`src/rtl/cqsa_pkg.sv`:
```
package cqsa_pkg;

  localparam int DATA_W = 32;
  localparam int REQ_W = 31;
  localparam int VER_W = 64;
  localparam int LW_W = 5;
  localparam int CFG_IDX_W = 1;

  // configuration register indexes
  localparam logic [CFG_IDX_W-1:0] CFG_DISCARD = 1'b0;
  localparam logic [CFG_IDX_W-1:0] CFG_LOW_WATER = 1'b1;

  localparam logic [DATA_W-1:0] DISCARD_RESET = '0;
  localparam logic [LW_W-1:0] LOW_WATER_RESET = 5'd2;

  // input item function codes
  localparam logic FUNC_ADD = 1'b0;
  localparam logic FUNC_ALLOC = 1'b1;

  typedef enum logic [2:0] {
    ST_OK       = 3'd0,
    ST_RETRY    = 3'd1,
    ST_NO_SPACE = 3'd2,
    ST_CORRUPT  = 3'd3,
    ST_FULL     = 3'd4
  } status_e;

  typedef struct packed {
    logic              func;
    logic [DATA_W-1:0] chunk_id;
    logic [DATA_W-1:0] chunk_bytes;
    logic [DATA_W-1:0] chunk_fill_start;
    logic [REQ_W-1:0]  request_bytes;
    logic              normal_priority;
  } in_item_t;

  typedef struct packed {
    logic              grant_valid;
    logic [DATA_W-1:0] grant_chunk;
    logic [DATA_W-1:0] grant_offset;
    logic [DATA_W-1:0] grant_length;
    logic [VER_W-1:0]  grant_version;
    status_e           status;
    logic              refill_needed;
    logic              last;
  } out_item_t;

  typedef struct packed {
    logic [DATA_W-1:0] id;
    logic [DATA_W-1:0] size;
    logic [DATA_W-1:0] fill;
  } entry_t;

  // controller to datapath
  typedef struct packed {
    logic load;
    logic calc_room;
    logic decide;
    logic grant;
    logic push;
  } ctrl_cmd_t;

  // datapath to controller
  typedef struct packed {
    logic is_add;
    logic spilled;
    logic to_fetch;
    logic to_grant;
  } dp_sts_t;

  function automatic out_item_t err_item(status_e st);
    out_item_t r;
    r = '0;
    r.status = st;
    return r;
  endfunction

  function automatic out_item_t grant_item(logic [DATA_W-1:0] id, logic [DATA_W-1:0] off,
                                           logic [DATA_W-1:0] len, logic [VER_W-1:0] ver);
    out_item_t r;
    r = '0;
    r.grant_valid = 1'b1;
    r.grant_chunk = id;
    r.grant_offset = off;
    r.grant_length = len;
    r.grant_version = ver;
    r.status = ST_OK;
    return r;
  endfunction

endpackage

```
`src/rtl/cqsa_ctrl.sv`:
```
module cqsa_ctrl (
  input  logic                 clk_i,
  input  logic                 rst_ni,
  input  logic                 in_valid_i,
  output logic                 in_stall_o,
  input  logic                 push_ok_i,
  input  cqsa_pkg::dp_sts_t    sts_i,
  output cqsa_pkg::ctrl_cmd_t  cmd_o
);
  import cqsa_pkg::*;

  typedef enum logic [2:0] {
    S_IDLE,
    S_ROOM,
    S_DECIDE,
    S_FETCH,
    S_GRANT,
    S_PUSH
  } state_e;

  state_e state_q;
  logic   stall_q;

  always_comb begin
    cmd_o = '0;
    cmd_o.load = (state_q == S_IDLE) && in_valid_i;
    cmd_o.calc_room = (state_q == S_ROOM);
    cmd_o.decide = (state_q == S_DECIDE);
    cmd_o.grant = (state_q == S_GRANT);
    cmd_o.push = (state_q == S_PUSH) && push_ok_i;
  end

  assign in_stall_o = stall_q;

  always_ff @(posedge clk_i or negedge rst_ni) begin
    if (!rst_ni) begin
      state_q <= S_IDLE;
      stall_q <= 1'b0;
    end else begin
      case (state_q)
        S_IDLE: begin
          if (in_valid_i) begin
            state_q <= S_ROOM;
            stall_q <= 1'b1;
          end
        end
        S_ROOM: begin
          // second pass after a spill goes straight to the grant
          state_q <= sts_i.spilled ? S_GRANT : S_DECIDE;
        end
        S_DECIDE: begin
          if (sts_i.is_add) begin
            state_q <= S_PUSH;
          end else if (sts_i.to_fetch) begin
            state_q <= S_FETCH;
          end else if (sts_i.to_grant) begin
            state_q <= S_GRANT;
          end else begin
            state_q <= S_PUSH;
          end
        end
        S_FETCH: begin
          state_q <= S_ROOM;
        end
        S_GRANT: begin
          state_q <= S_PUSH;
        end
        S_PUSH: begin
          if (push_ok_i) begin
            state_q <= S_IDLE;
            stall_q <= 1'b0;
          end
        end
        default: begin
          state_q <= S_IDLE;
          stall_q <= 1'b0;
        end
      endcase
    end
  end

endmodule

```
`src/rtl/cqsa_dp.sv`:
```
module cqsa_dp #(
  parameter int QUEUE_DEPTH = 16,
  parameter int ALIGN_BYTES = 8
) (
  input  logic                                 clk_i,
  input  logic                                 rst_ni,
  input  cqsa_pkg::in_item_t                   in_data_i,
  input  logic                                 cfg_we_i,
  input  logic [cqsa_pkg::CFG_IDX_W-1:0]       cfg_idx_i,
  input  logic [cqsa_pkg::DATA_W-1:0]          cfg_wdata_i,
  input  cqsa_pkg::ctrl_cmd_t                  cmd_i,
  output cqsa_pkg::dp_sts_t                    sts_o,
  output cqsa_pkg::out_item_t                  res0_o,
  output cqsa_pkg::out_item_t                  res1_o,
  output logic                                 two_o
);
  import cqsa_pkg::*;

  localparam int IDX_W = (QUEUE_DEPTH > 1) ? $clog2(QUEUE_DEPTH) : 1;
  localparam int CNT_W = $clog2(QUEUE_DEPTH + 1);
  localparam int CMP_W = (CNT_W > LW_W) ? CNT_W : LW_W;
  localparam logic [DATA_W-1:0] ALIGN_MASK = DATA_W'(ALIGN_BYTES - 1);

  // queue storage, reset-less
  entry_t mem_q [QUEUE_DEPTH];
  entry_t rd_q;
  logic              wr_en;
  logic [IDX_W-1:0]  wr_addr;
  entry_t            wr_data;

  logic [IDX_W-1:0]  head_q, head_d, tail_q, tail_d;
  logic [CNT_W-1:0]  cnt_q, cnt_d;
  logic [VER_W-1:0]  ver_q, ver_d;
  logic              refill_q, refill_d;
  logic              spilled_q, spilled_d;
  logic [DATA_W-1:0] discard_q, discard_d;
  logic [LW_W-1:0]   lw_q, lw_d;

  in_item_t          item_q, item_d;
  logic [DATA_W-1:0] need_q, need_d;
  logic signed [DATA_W:0] room_q, room_d;
  out_item_t         res0_q, res0_d, res1_q, res1_d;
  logic              two_q, two_d;

  logic [DATA_W-1:0] need_calc;
  logic signed [DATA_W:0] room_calc;
  logic              room_lt_need, room_le_zero, low_single, cnt_zero, full;
  logic [IDX_W-1:0]  head_nxt, tail_nxt;
  logic [CNT_W-1:0]  cnt_dec;
  logic              cnt_low;
  logic [VER_W-1:0]  ver_inc;
  logic [DATA_W-1:0] room_after;
  status_e           empty_st;
  out_item_t         gres;

  assign need_calc = (DATA_W'(in_data_i.request_bytes) + ALIGN_MASK) & ~ALIGN_MASK;
  assign room_calc = $signed({1'b0, rd_q.size}) - $signed({1'b0, rd_q.fill});
  assign room_lt_need = room_q < $signed({1'b0, need_q});
  assign room_le_zero = room_q[DATA_W] || (room_q == '0);
  assign low_single = !item_q.normal_priority && (cnt_q <= CNT_W'(1));
  assign cnt_zero = (cnt_q == '0);
  assign full = (cnt_q == CNT_W'(QUEUE_DEPTH));
  assign head_nxt = (head_q == IDX_W'(QUEUE_DEPTH - 1)) ? '0 : head_q + 1'b1;
  assign tail_nxt = (tail_q == IDX_W'(QUEUE_DEPTH - 1)) ? '0 : tail_q + 1'b1;
  assign cnt_dec = cnt_q - 1'b1;
  assign cnt_low = CMP_W'(cnt_dec) < CMP_W'(lw_q);
  assign ver_inc = ver_q + 1'b1;
  assign room_after = room_q[DATA_W-1:0] - need_q;
  assign empty_st = item_q.normal_priority ? ST_NO_SPACE : ST_RETRY;

  always_comb begin
    sts_o = '0;
    sts_o.is_add = (item_q.func == FUNC_ADD);
    sts_o.spilled = spilled_q;
    // spill that leaves a chunk behind needs a read of the new head
    sts_o.to_fetch = !cnt_zero && room_lt_need && !low_single && !room_le_zero &&
                     (cnt_q != CNT_W'(1));
    sts_o.to_grant = !cnt_zero && !room_lt_need;
  end

  always_comb begin
    head_d = head_q;
    tail_d = tail_q;
    cnt_d = cnt_q;
    ver_d = ver_q;
    refill_d = refill_q;
    spilled_d = spilled_q;
    discard_d = discard_q;
    lw_d = lw_q;
    item_d = item_q;
    need_d = need_q;
    room_d = room_q;
    res0_d = res0_q;
    res1_d = res1_q;
    two_d = two_q;
    wr_en = 1'b0;
    wr_addr = head_q;
    wr_data = rd_q;
    gres = grant_item(rd_q.id, rd_q.fill, need_q, ver_inc);

    if (cmd_i.load) begin
      item_d = in_data_i;
      need_d = need_calc;
      refill_d = 1'b0;
      spilled_d = 1'b0;
    end

    if (cmd_i.calc_room) begin
      room_d = room_calc;
    end

    if (cmd_i.decide) begin
      two_d = 1'b0;
      if (item_q.func == FUNC_ADD) begin
        if (full) begin
          res0_d = err_item(ST_FULL);
        end else begin
          wr_en = 1'b1;
          wr_addr = tail_q;
          wr_data.id = item_q.chunk_id;
          wr_data.size = item_q.chunk_bytes;
          wr_data.fill = item_q.chunk_fill_start;
          tail_d = tail_nxt;
          cnt_d = cnt_q + 1'b1;
          res0_d = err_item(ST_OK);
        end
      end else if (cnt_zero) begin
        res0_d = err_item(empty_st);
      end else if (room_lt_need) begin
        if (low_single) begin
          res0_d = err_item(ST_RETRY);
        end else if (room_le_zero) begin
          res0_d = err_item(ST_CORRUPT);
        end else begin
          // hand out the whole remainder and retire the head
          wr_en = 1'b1;
          wr_data.fill = rd_q.size;
          res0_d = grant_item(rd_q.id, rd_q.fill, room_q[DATA_W-1:0], ver_inc);
          ver_d = ver_inc;
          need_d = need_q - room_q[DATA_W-1:0];
          head_d = head_nxt;
          cnt_d = cnt_dec;
          if (cnt_low) begin
            refill_d = 1'b1;
          end
          spilled_d = 1'b1;
          if (cnt_q == CNT_W'(1)) begin
            res1_d = err_item(empty_st);
            two_d = 1'b1;
          end
        end
      end
    end

    if (cmd_i.grant) begin
      if (room_lt_need) begin
        gres = err_item(ST_RETRY);
      end else begin
        wr_en = 1'b1;
        wr_data.fill = rd_q.fill + need_q;
        ver_d = ver_inc;
        if (room_after < discard_q) begin
          head_d = head_nxt;
          cnt_d = cnt_dec;
          if (cnt_low) begin
            refill_d = 1'b1;
          end
        end
      end
      if (spilled_q) begin
        res1_d = gres;
      end else begin
        res0_d = gres;
      end
      two_d = spilled_q;
    end

    if (cfg_we_i) begin
      case (cfg_idx_i)
        CFG_DISCARD:   discard_d = cfg_wdata_i;
        CFG_LOW_WATER: lw_d = cfg_wdata_i[LW_W-1:0];
        default: ;
      endcase
    end
  end

  always_comb begin
    res0_o = res0_q;
    res0_o.refill_needed = refill_q;
    res0_o.last = !two_q;
    res1_o = res1_q;
    res1_o.refill_needed = refill_q;
    res1_o.last = 1'b1;
  end

  assign two_o = two_q;

  always_ff @(posedge clk_i or negedge rst_ni) begin
    if (!rst_ni) begin
      head_q <= '0;
      tail_q <= '0;
      cnt_q <= '0;
      ver_q <= '0;
      refill_q <= 1'b0;
      spilled_q <= 1'b0;
      discard_q <= DISCARD_RESET;
      lw_q <= LOW_WATER_RESET;
    end else begin
      head_q <= head_d;
      tail_q <= tail_d;
      cnt_q <= cnt_d;
      ver_q <= ver_d;
      refill_q <= refill_d;
      spilled_q <= spilled_d;
      discard_q <= discard_d;
      lw_q <= lw_d;
    end
  end

  always_ff @(posedge clk_i) begin
    item_q <= item_d;
    need_q <= need_d;
    room_q <= room_d;
    res0_q <= res0_d;
    res1_q <= res1_d;
    two_q <= two_d;
  end

  always_ff @(posedge clk_i) begin
    if (wr_en) begin
      mem_q[wr_addr] <= wr_data;
    end
    rd_q <= mem_q[head_q];
  end

endmodule

```
`src/rtl/cqsa_outq.sv`:
```
module cqsa_outq (
  input  logic                 clk_i,
  input  logic                 rst_ni,
  input  logic                 push_i,
  input  logic                 two_i,
  input  cqsa_pkg::out_item_t  res0_i,
  input  cqsa_pkg::out_item_t  res1_i,
  output logic                 push_ok_o,
  output logic                 out_valid_o,
  input  logic                 out_stall_i,
  output cqsa_pkg::out_item_t  out_data_o
);
  import cqsa_pkg::*;

  out_item_t  slot0_q, slot0_d, slot1_q, slot1_d;
  logic [1:0] cnt_q, cnt_d;
  logic       pop;

  assign out_valid_o = (cnt_q != 2'd0);
  assign out_data_o = slot0_q;
  assign pop = out_valid_o && !out_stall_i;
  assign push_ok_o = (cnt_q == 2'd0) || ((cnt_q == 2'd1) && !two_i);

  always_comb begin
    slot0_d = slot0_q;
    slot1_d = slot1_q;
    cnt_d = cnt_q;
    if (pop) begin
      slot0_d = slot1_q;
      cnt_d = cnt_d - 2'd1;
    end
    if (push_i) begin
      if (cnt_d == 2'd0) begin
        slot0_d = res0_i;
        slot1_d = res1_i;
      end else begin
        slot1_d = res0_i;
      end
      cnt_d = cnt_d + (two_i ? 2'd2 : 2'd1);
    end
  end

  always_ff @(posedge clk_i or negedge rst_ni) begin
    if (!rst_ni) begin
      cnt_q <= 2'd0;
    end else begin
      cnt_q <= cnt_d;
    end
  end

  always_ff @(posedge clk_i) begin
    slot0_q <= slot0_d;
    slot1_q <= slot1_d;
  end

endmodule

```
`src/rtl/chunk_queue_space_allocator_unit.sv`:
```
// Chunk queue space allocator. Add items (func 0) push a chunk onto a
// QUEUE_DEPTH-entry queue; allocate items (func 1) round the request up to
// ALIGN_BYTES and take it from the head chunk, spilling into the next chunk
// when the head runs short, so an allocate gives one or two result items
// and every other item gives one. Items are handled one at a time: an add,
// an error and a spill with no next chunk pass the room and decide states,
// an allocate served from the head passes the grant state too, and a spill
// into the next chunk then fetch, room and grant; the next item is taken
// once the results are queued. The pace is set by the chunk memory, whose
// registered read of the head must come back before room can be worked out
// and written back. A two-entry output queue holds results so the next
// item can be accepted while they wait to be taken.
// The chunk memory is not cleared at reset; only queued entries are read.
// Configuration writes belong in idle periods.
module chunk_queue_space_allocator_unit #(
  parameter int QUEUE_DEPTH = 16,
  parameter int ALIGN_BYTES = 8
) (
  input  logic                            clk_i,
  input  logic                            rst_ni,
  input  logic                            in_valid_i,
  output logic                            in_stall_o,
  input  cqsa_pkg::in_item_t              in_data_i,
  output logic                            out_valid_o,
  input  logic                            out_stall_i,
  output cqsa_pkg::out_item_t             out_data_o,
  input  logic                            cfg_we_i,
  input  logic [cqsa_pkg::CFG_IDX_W-1:0]  cfg_idx_i,
  input  logic [cqsa_pkg::DATA_W-1:0]     cfg_wdata_i
);
  import cqsa_pkg::*;

  ctrl_cmd_t cmd;
  dp_sts_t   sts;
  out_item_t res0, res1;
  logic      two;
  logic      push_ok;

  cqsa_ctrl u_ctrl (
    .clk_i      (clk_i),
    .rst_ni     (rst_ni),
    .in_valid_i (in_valid_i),
    .in_stall_o (in_stall_o),
    .push_ok_i  (push_ok),
    .sts_i      (sts),
    .cmd_o      (cmd)
  );

  cqsa_dp #(
    .QUEUE_DEPTH (QUEUE_DEPTH),
    .ALIGN_BYTES (ALIGN_BYTES)
  ) u_dp (
    .clk_i       (clk_i),
    .rst_ni      (rst_ni),
    .in_data_i   (in_data_i),
    .cfg_we_i    (cfg_we_i),
    .cfg_idx_i   (cfg_idx_i),
    .cfg_wdata_i (cfg_wdata_i),
    .cmd_i       (cmd),
    .sts_o       (sts),
    .res0_o      (res0),
    .res1_o      (res1),
    .two_o       (two)
  );

  cqsa_outq u_outq (
    .clk_i       (clk_i),
    .rst_ni      (rst_ni),
    .push_i      (cmd.push),
    .two_i       (two),
    .res0_i      (res0),
    .res1_i      (res1),
    .push_ok_o   (push_ok),
    .out_valid_o (out_valid_o),
    .out_stall_i (out_stall_i),
    .out_data_o  (out_data_o)
  );

endmodule

```
`config.mk`:
```
export PLATFORM = sky130hd
export DESIGN_NAME = chunk_queue_space_allocator_unit
export DESIGN_NICKNAME = d
export VERILOG_FILES = /design/src/rtl/cqsa_pkg.sv /design/src/rtl/cqsa_ctrl.sv /design/src/rtl/cqsa_dp.sv /design/src/rtl/cqsa_outq.sv /design/src/rtl/chunk_queue_space_allocator_unit.sv
export SDC_FILE = /design/constraint.sdc
export NUM_CORES = 2
export LEC_CHECK = 0
export BUFFER_PORTS_ARGS = -buffer_cell sky130_fd_sc_hd__clkbuf_2
export CORE_MARGIN = 2
export CORE_UTILIZATION = 50
export DETAILED_ROUTE_END_ITERATION = 16
export PLACE_DENSITY = 0.63
export REMOVE_ABC_BUFFERS = 1
export SYNTH_ARGS = -nofsm -noshare
export SYNTH_HDL_FRONTEND = slang
export SYNTH_SLANG_ARGS = --single-unit
```
`constraint.sdc`:
```
create_clock -name clk_i -period 17.1 [get_ports clk_i]
set_input_delay 0.855 -clock clk_i [delete_from_list [all_inputs] [get_ports clk_i]]
set_output_delay 0.855 -clock clk_i [all_outputs]
set_load 0.05 [all_outputs]
```
==> metrics <==
number of CTS-inserted buffers 287; critical path type register to register; number of placement rows 167; number of max-slew violations in the final report 0; starting DRC count in detailed routing 6,086; multiplexer fraction of the synthesized cell area 0.1389; clk sinks 2,578; largest net degree at the start of global routing 161; count of nets left with antenna violations after detail routing 0; setup_tns 0 ps; Pleak 42.04 nW; actual slew at the worst max-slew pin 1275 ps; number of global-route vias before repair 59,660; post-synthesis instance area 104,200 µm²; count of buffers from port buffering 334; data arrival time of the critical path 6940 ps; Post-Place Cells 9,629; Die Footprint 212,100 µm²; area taken by multi-input logic gates 31,620 µm²; worst slack after detailed placement 11,080 ps; CP Data Required Time 17,880 ps; share of cells above drive strength 1 0.2123; final WL 266.3 mm; crit share post-route 0.3602; Synth Area in Compound Gates 0.06659; clk slew on worst S/H paths 60 ps; Avg Vias per Cell 5.894; Synth Area in Simple Gates 0.05136; Worst Setup Slack, final 10,940 ps; Hold/Removal Path Class input pin to register; largest family of logic cells by synthesized area multiplexers; Worst VDD drop 0.0001759 V; Relative slew margins 0.1499; vias after detailed routing 59,690; Max Clock Freq 0.1623 GHz; number of fill cells in the layout 16,090; unique cell type count in the Yosys netlist 92; final cell count without fillers 10,130; wire length per cell after detailed routing 26.29 µm; initial antenna violation count 6; Avg Synthesized Cell Area 15.40 µm²; RSZ-0062 raised after global routing no; Ys Warns 0; total area of sequential cells 70,590 µm²; FFs w/ async S/R, synth 0.04732; gate count of the mapped netlist 6,768; final weighted congestion in routability-driven placement 0.8762; slowest stage cell on the critical path sky130_fd_sc_hd__a2111oi_2; cell area after placement 109,000 µm²; Residual DRC 0; CTS Root Cell sky130_fd_sc_hd__clkbuf_16; sort of element at the start of the critical path register; Post-CTS Resized 0; Crit Path Max Fanout 6; max cap viols 0; Design Area, Final 118,200 µm²; global routing usage summed across all routing layers 0.2494; sequential element share of the synthesized area 0.6773; most frequently used flop master after synthesis sky130_fd_sc_hd__edfxtp_1; clock tree buffer depth 4; detailed-routing iteration count for the pre-antenna-repair pass 9; critical path endpoint category register; Die W 460.5 µm; number of H-tree branching levels 5; layout-stage area growth over the synthesis result 13.38%; Pwr per Cell Area 198.2 nW/µm²; clk_skew 78.85 ps; worst hold slack across all endpoints 102.5 ps; status complete, no violations; layout net count 7,473; first-pass GRT wire length 393.3 mm; clock tree from TritonCTS done; longest individual stage delay on the worst path 470 ps; Setup Viol. Count Final 0; initial core utilization 0.5033; area inside the core boundary 207,100 µm²; total congestion overflow 0; Synth Area in XOR/XNOR 0.02294; min cycle time layout 6160 ps; Most common cell on crit path sky130_fd_sc_hd__a21o_1; number of top-level design ports 335; count of endpoints failing hold in the final timing report 0; sum of net half-perimeters after detailed placement 162.2 mm; Skew-Pair Late Insertion Delay 930 ps; Die Y-Extent 460.5 µm; count of flip-flops with a built-in enable after synthesis 1,834; Adder-Cell Fraction of Synth Area 0.02130; post-synthesis register bit count 2,578
## cells in the mapped netlist, types with 109 or more instances
library cell               count  area (µm²)
sky130_fd_sc_hd__ha_1        171        2140
sky130_fd_sc_hd__xnor2_1     164        1436
sky130_fd_sc_hd__nor2_1      157       589.3
sky130_fd_sc_hd__inv_1       218       818.3
sky130_fd_sc_hd__xor2_1      109       954.7
sky130_fd_sc_hd__mux2i_1     170        1702
sky130_fd_sc_hd__a21oi_1     159       795.8
sky130_fd_sc_hd__mux2_2      174        1959
sky130_fd_sc_hd__clkbuf_1    280        1051
sky130_fd_sc_hd__mux4_2      480       10810
sky130_fd_sc_hd__nand2_1     787        2954
sky130_fd_sc_hd__dfrtp_1     121        3028
sky130_fd_sc_hd__edfxtp_1   1834       55070
sky130_fd_sc_hd__o21ai_0     498        2492
sky130_fd_sc_hd__dfxtp_1     622       12450
## through the flow
step | power (mW) | utilization
after global routing | 24.52 | 0.5706
after floorplan | 16.01 | -
after global placement | 17.36 | 0.5265
after CTS | 23.50 | 0.5706
final | 23.42 | 0.5706
after detailed placement | 17.46 | 0.5265
## area by class of cell
cell class | instances | share of cell area
sequential | 2578 | 0.5974
multi-input combinational | 3611 | 0.2676
clock buffer | 402 | 0.06831
tap | 2788 | 0.02952
timing repair buffer | 433 | 0.02115
clock inverter | 93 | 0.008884
inverter | 220 | 0.007073
antenna | 2 | 0.00004236
## power by group
part           internal, mW  switching, mW  total, mW  leakage [nW]
clock network          3.62           2.39       6.01          4.46
registers              8.42          0.836       9.26          23.3
logic                  2.98           5.17       8.15          14.3
total                  15.0           8.39       23.4          42.0
## cell usage in the layout (no fill, tap or decap), drive strengths merged, types with 18 or more instances in the layout
cell       n
edfxtp  1834
nand2    787
clkbuf   735
dfxtp    622
o21ai    527
mux4     480
inv      224
mux2     174
ha       171
mux2i    170
xnor2    164
a21oi    161
nor2     160
dfrtp    121
xor2     109
buf       99
a22o      97
a21o      80
clkinv    61
nand3     59
nor3      41
a221oi    38
and3      37
nand4     35
a222oi    32
o211ai    31
bufinv    23
nand2b    23
nor2b     21
a31oi     19
and2      19
o21bai    18
## final timing paths
| kind | from | to | slack (ps) | depth (start not counted) |
|---|---|---|---|---|
| max | u_dp.room_q[0] | u_dp.cnt_q[4] | 10940 | 25 |
| min | in_data_i[65] | u_dp.item_q[65] | 100 | 1 |
| max reg2reg | u_dp.room_q[0] | u_dp.cnt_q[4] | 10940 | 25 |
| min reg2reg | u_dp.res0_o[34] | u_outq.out_data_o[34] | 430 | 2 |
| max in group asynchronous | rst_ni | u_dp.ver_q[10] | 15140 | 3 |
| min in group asynchronous | rst_ni | u_dp.discard_q[12] | 540 | 2 |
## per-layer routing
metal / vias to the layer above / part of all wire / GRT usage
li1: 26520 / - / -
met1: 30660 / 0.44 / 0.3562
met2: 2076 / 0.47 / 0.3958
met3: 427 / 0.063 / 0.03768
met4: 4 / 0.031 / 0.07910
met5: - / 0.00010 / 0
## worst max-delay path: cells and delay by family (launching register included)
kind / cells / cell delay, ps
compound gates: 15 / 3560
xor+xnor: 1 / 150
fa+ha+maj: 3 / 790
buf+inv: 2 / 140
flops: 1 / 430
mux: 1 / 300
simple gates: 3 / 660
## what timing repair did
| item | in CTS | in global routing |
|---|---|---|
| endpoints found under the hold margin | 58 | 0 |
| buffers inserted | 0 | 0 |
| hold buffers | 1 | 0 |
| setup endpoints to repair | 0 | 0 |
## flip-flops by register name, indices dropped and copies added (netlist names), 2 cells and up
name and count:
u_outq.slot1_q 166, u_dp.need_q 32, u_outq.out_data_o 166, u_dp.lw_q 5, u_dp.room_q 33, u_dp.mem_q 1536, u_dp.cnt_q 5, u_outq.cnt_q 2
u_dp.item_q 98, u_ctrl.state_q 3, u_dp.ver_q 64, u_dp.res1_o 164, u_dp.rd_q 96, u_dp.tail_q 4, u_dp.discard_q 32, u_dp.head_q 4
u_dp.res0_o 164
## kinds of logic after synthesis
logic type,count (synthesis)
compound gates,1107
xor+xnor,273
fa+ha+maj,175
buf+inv,579
flops,2578
mux,824
simple gates,1232
(Power assumes the default switching activity.)
